$ cat config.mk
export PLATFORM = sky130hd
export DESIGN_NAME = ssd_sqrt
export DESIGN_NICKNAME = d
export VERILOG_FILES = /design/src/rtl/ssd_pkg.sv /design/src/rtl/ssd_sqrt.sv
export SDC_FILE = /design/constraint.sdc
export NUM_CORES = 2
export LEC_CHECK = 0
export BUFFER_PORTS_ARGS = -buffer_cell sky130_fd_sc_hd__buf_4
export CAP_MARGIN = 20
export CORE_UTILIZATION = 45
export CTS_BUF_LIST = sky130_fd_sc_hd__clkbuf_16
export DETAILED_ROUTE_END_ITERATION = 8
export PLACE_DENSITY = 0.7
export SLEW_MARGIN = 30
export SYNTH_ARGS = -nofsm -noshare
export SYNTH_HDL_FRONTEND = slang
export SYNTH_SLANG_ARGS = --single-unit
$ cat constraint.sdc
create_clock -name clk -period 7.6 [get_ports clk]
set_input_delay 0.76 -clock clk [delete_from_list [all_inputs] [get_ports clk]]
set_output_delay 0.76 -clock clk [all_outputs]
set_load 0.02 [all_outputs]
$ cat src/rtl/ssd_pkg.sv
// ----------------------------------------------------------------------------
// ssd_pkg
// Shared widths, stage counts, branch codes and beat structures for the
// segment-to-segment distance pipeline.
// ----------------------------------------------------------------------------
package ssd_pkg;

  localparam int COORD_WIDTH = 11;
  localparam int FRAC_BITS   = 20;

  localparam int DW    = COORD_WIDTH + 1;
  localparam int PW    = 2 * DW;
  localparam int DOTW  = PW + 2;
  localparam int MW    = 2 * DOTW;
  localparam int XW    = MW + 1;
  localparam int EW    = DOTW + 1;
  localparam int DENW  = 4 * COORD_WIDTH + 4;
  localparam int PRW   = DENW + DW + 1;
  localparam int COMPW = PRW + 2;
  localparam int MAGW  = COMPW - 1;
  localparam int LOW   = MAGW / 2;
  localparam int HIW   = MAGW - LOW;
  localparam int SQW   = 2 * MAGW;
  localparam int NW    = SQW + 2;
  localparam int DHALF = DENW / 2;
  localparam int DHI   = DENW - DHALF;
  localparam int DNW   = 2 * DENW;
  localparam int OW    = 32;
  localparam int QW    = 2 * OW;
  localparam int SH    = QW - 2 * FRAC_BITS;

  localparam int PARAM_STAGES = 7;
  localparam int NORM_STAGES  = 7;
  localparam int LATENCY      = PARAM_STAGES + NORM_STAGES + QW + OW + 1;

  localparam int SELW = 3;
  localparam logic [SELW-1:0] SEL_INNER = 3'd0;
  localparam logic [SELW-1:0] SEL_CL0   = 3'd1;
  localparam logic [SELW-1:0] SEL_CL1   = 3'd2;
  localparam logic [SELW-1:0] SEL_FT0   = 3'd3;
  localparam logic [SELW-1:0] SEL_FT1   = 3'd4;

  typedef struct packed {
    logic [2:0][DW-1:0] d1;
    logic [2:0][DW-1:0] d2;
    logic [2:0][DW-1:0] v0;
  } dir_t;

  typedef struct packed {
    logic            vld;
    logic [DENW-1:0] sn;
    logic [DENW-1:0] tn;
    logic [DENW-1:0] den;
    dir_t            dir;
  } geo_t;

  typedef struct packed {
    logic           vld;
    logic           sat;
    logic [DNW-1:0] rem;
    logic [DNW-1:0] dn;
    logic [QW-1:0]  nlow;
  } divin_t;

  typedef struct packed {
    logic          vld;
    logic          sat;
    logic [QW-1:0] q;
  } sqin_t;

  typedef struct packed {
    logic          vld;
    logic          sat;
    logic [OW-1:0] root;
  } root_t;

endpackage

$ cat src/rtl/ssd_sqrt.sv
// ----------------------------------------------------------------------------
// ssd_sqrt
// Digit-by-digit integer square root, one root bit per stage, truncating
// toward zero.
// ----------------------------------------------------------------------------
module ssd_sqrt (
  input  logic            clk,
  input  logic            rst_n,
  input  ssd_pkg::sqin_t  sq,
  output ssd_pkg::root_t  rt
);

  logic                    vld_r  [ssd_pkg::OW];
  logic                    sat_r  [ssd_pkg::OW];
  logic [ssd_pkg::OW-1:0]  root_r [ssd_pkg::OW];
  logic [ssd_pkg::OW-1:0]  rem_r  [ssd_pkg::OW-1];
  logic [ssd_pkg::QW-1:0]  x_r    [ssd_pkg::OW-1];

  logic                    src_vld  [ssd_pkg::OW];
  logic                    src_sat  [ssd_pkg::OW];
  logic [ssd_pkg::OW-1:0]  src_root [ssd_pkg::OW];
  logic [ssd_pkg::OW-1:0]  src_rem  [ssd_pkg::OW];
  logic [ssd_pkg::QW-1:0]  src_x    [ssd_pkg::OW];

  assign src_vld[0]  = sq.vld;
  assign src_sat[0]  = sq.sat;
  assign src_root[0] = '0;
  assign src_rem[0]  = '0;
  assign src_x[0]    = sq.q;

  for (genvar k = 0; k < ssd_pkg::OW; k++) begin : g_step
    logic [ssd_pkg::OW+1:0] rem2;
    logic [ssd_pkg::OW+1:0] trial;
    logic                   ge;

    if (k > 0) begin : g_src
      assign src_vld[k]  = vld_r[k-1];
      assign src_sat[k]  = sat_r[k-1];
      assign src_root[k] = root_r[k-1];
      assign src_rem[k]  = rem_r[k-1];
      assign src_x[k]    = x_r[k-1];
    end

    assign rem2  = {src_rem[k], src_x[k][ssd_pkg::QW-1:ssd_pkg::QW-2]};
    assign trial = {src_root[k], 2'b01};
    assign ge    = rem2 >= trial;

    always_ff @(posedge clk) begin
      if (!rst_n) begin
        vld_r[k] <= 1'b0;
      end else begin
        vld_r[k] <= src_vld[k];
      end
    end

    always_ff @(posedge clk) begin
      sat_r[k]  <= src_sat[k];
      root_r[k] <= {src_root[k][ssd_pkg::OW-2:0], ge};
    end

    if (k < ssd_pkg::OW - 1) begin : g_keep
      always_ff @(posedge clk) begin
        rem_r[k] <= ge ? ssd_pkg::OW'(rem2 - trial) : ssd_pkg::OW'(rem2);
        x_r[k]   <= src_x[k] << 2;
      end
    end
  end

  always_comb begin
    rt.vld  = vld_r[ssd_pkg::OW-1];
    rt.sat  = sat_r[ssd_pkg::OW-1];
    rt.root = root_r[ssd_pkg::OW-1];
  end

endmodule

==> results.json <==
{
  "status": "completed",
  "route.detailed.drc": 0,
  "die_h_um": 452,
  "track_usage_pct": 18.2,
  "timing.rr.start": "root_r[7][32]",
  "cts_setup_buffers": 0,
  "worstPathArrival_ps": 5010,
  "yosysSeqAreaShare_pct": 55.6,
  "critPathCaptureType": "flip-flop",
  "overflow": 0,
  "initial_core_util_pct": 45.4,
  "grt_setup_unrepaired": "false",
  "ys_types": 86,
  "synth_top_area_share_pct": 55.6,
  "syn_area_per_cell_sq_um": 10.2,
  "p_per_area_nw_per_um2": 343,
  "syn_nets": 9581,
  "cts_buffers": 277,
  "io_pins": 102,
  "wl_per_cell_um": 15.6,
  "layout-drive-gt1-share_pct": 6.78,
  "grt_max_degree": 51,
  "placement.io_buffers": 101,
  "holdWs_ps": 60.1,
  "min-delay-start": "sq[34]",
  "hold_path.class": "in -> reg",
  "max_cap_viol_count": 0,
  "startpoint_type": "flip-flop",
  "max_freq_mhz": 236,
  "final_common_cell": "dfxtp_1",
  "setup_viol": 0,
  "skew_ps": 57.1,
  "synth_seq_cells": 2530,
  "crit_type": "reg -> reg",
  "numClockSinks": 2530,
  "path_clk_slew_ps": 60,
  "hold_path_end": "x_r[0][34]",
  "fin_setup_tns_ps": 0,
  "area_growth_pct": 14.4,
  "core_sq_um": 200000,
  "worstSkewPairLatency_ps": 910,
  "cts_resized": 0,
  "antenna_left": 0,
  "place_hpwl_um": 141000,
  "finalHoldViolCount": 0,
  "p_leak_nw": 48.9,
  "drt-vias-per-instance": 5.12,
  "die-area_sq_um": 204000,
  "synth_edf_count": 0,
  "synth.area.top_cells": "dfxtp_1 (56%), ha_1 (7.7%), xnor2_1 (4.1%)",
  "slew_headroom_pct": 32.1,
  "worst_pin_slew_ps": 1000,
  "whs_path_depth": 1,
  "wirelength_um": 189000,
  "min_period_ps": 4230,
  "yosysTopAreaCell": "dfxtp_1",
  "die_x_um": 452,
  "ctsHoldBuffers": 65,
  "synth_area_sq_um": 91100,
  "place_congestion": 0.920,
  "cts.htree.levels": 5,
  "post-route-period-util_pct": 55.7,
  "synth_warnings": 0,
  "antenna_found_initial": 2,
  "grt_pass1_wl_um": 305000,
  "drt_iter0_drc": 3723,
  "reg2regPathDepth": 13,
  "firstDrtPassIters": 8,
  "grt_pass1_vias": 60484,
  "vias": 61916,
  "cp_max_fo": 44,
  "drv_slew": 0,
  "async_flop_share_pct": 0,
  "ctsLongestPathBuffers": 4,
  "irDropWorstVdd_mv": 0.260,
  "cts_root_buffer": "clkbuf_16",
  "final_nets": 9871,
  "tritoncts": "built",
  "regToRegSetupSlack_ps": 3370,
  "r2r-end": "rem_r[30][24]",
  "finalPower_mw": 35.8,
  "syn_inst": 8952,
  "required_ps": 8370,
  "rows": 164,
  "final_cell_mix": "dfxtp_1 (2530), inv_1 (758), nand2_1 (601), a21oi_1 (586), nor2_1 (565)",
  "synthFlopType": "dfxtp_1"
}
## cell type report
cell class	count	area (sq um)
tap	2656	3320
inverter	725	2720
multi-input combinational	5520	37100
clock buffer	282	7060
timing repair buffer	188	1570
antenna	2	5.00
sequential	2530	50600
fill	17592	96300
clock inverter	185	1710
## report_power, final
group / leakage (nW) / total, mW / internal, mW / switching, mW
Combinational: 23.3 / 5.83 / 2.61 / 3.22
Clock: 4.40 / 12.8 / 7.76 / 5.08
Sequential: 21.2 / 17.1 / 15.4 / 1.63
Total: 48.9 / 35.8 / 25.8 / 9.94
## state kept, by name (all words and copies together), names as in the netlist
signal  cells
sat_r      32
vld_r      32
rem_r     946
root_r    528
x_r       992
## layer usage
layer / vias up / share of wire [%] / global-route usage, %
met5: - / 0.0095 / 0
met4: 2 / 4.1 / 7.97
met3: 464 / 4.5 / 2.88
met2: 1388 / 48 / 31.7
met1: 29020 / 43 / 22.1
li1: 31042 / - / -
## cell usage after synthesis (50+ instances only)
| cell type | n |
|---|---|
| dfxtp_1 | 2530 |
| inv_1 | 720 |
| nand2_1 | 601 |
| a21oi_1 | 587 |
| nor2_1 | 565 |
| ha_1 | 561 |
| o21ai_0 | 464 |
| xnor2_1 | 426 |
| xor2_1 | 360 |
| a21o_1 | 235 |
| nor3_1 | 231 |
| clkbuf_1 | 161 |
| nand3_1 | 143 |
| o21a_1 | 117 |
| nor4_1 | 115 |
| nand2b_1 | 101 |
| nand4_1 | 94 |
| nor2b_1 | 81 |
| or3_1 | 78 |
| and2_1 | 69 |
| mux2_2 | 55 |
| o21bai_1 | 52 |
| and3_1 | 50 |
## metrics by stage
| step | instance area [sq um] | utilization [%] | setup slack [ps] | instances |
|---|---|---|---|---|
| floorplan | 91100 | - | 4320 | 8952 |
| global placement | 94700 | 47.2 | 3540 | 11554 |
| global route | 104000 | 51.9 | 2860 | 12087 |
| detailed placement | 94700 | 47.2 | 3480 | 11554 |
| CTS | 104000 | 51.9 | 3370 | 12086 |
| finish | 104000 | 51.9 | 3370 | 12088 |
## cell families (layout without fill, tap and decap cells)
kind of cell	after synthesis	in the layout	synth area share (%)
DFF	2530	2530	55.6
and+or+nand+nor	2303	2303	12.4
AOI/OAI and AO/OA	1803	1803	12.1
buffers and inverters	902	1380	3.74
xor gates and xnor gates	786	786	7.56
adders and majority gates	561	561	7.71
muxes	66	66	0.801
other	1	3	0.00412
## critical path: stages, from the launching register on
cell	delay, ps
dfxtp_1	330
inv_1	50
ha_1	330
nor2b_1	160
nor3_1	130
o21ai_0	250
a221oi_1	460
a21oi_1	270
a221oi_1	610
o21ai_0	260
a21oi_4	400
buf_4	440
inv_1	120
mux2_2	290
## how the worst max path moves through the flow
stage | to | startpoint
finish | rem_r[30][24] | root_r[7][32]
global route | rem_r[30][24] | root_r[7][32]
CTS | rem_r[12][21] | root_r[2][96]
detailed placement | rem_r[30][24] | root_r[7][32]
global placement | rem_r[30][24] | root_r[7][32]
floorplan | rem_r[30][29] | root_r[7][37]
Power figures use the tool's default switching activity.
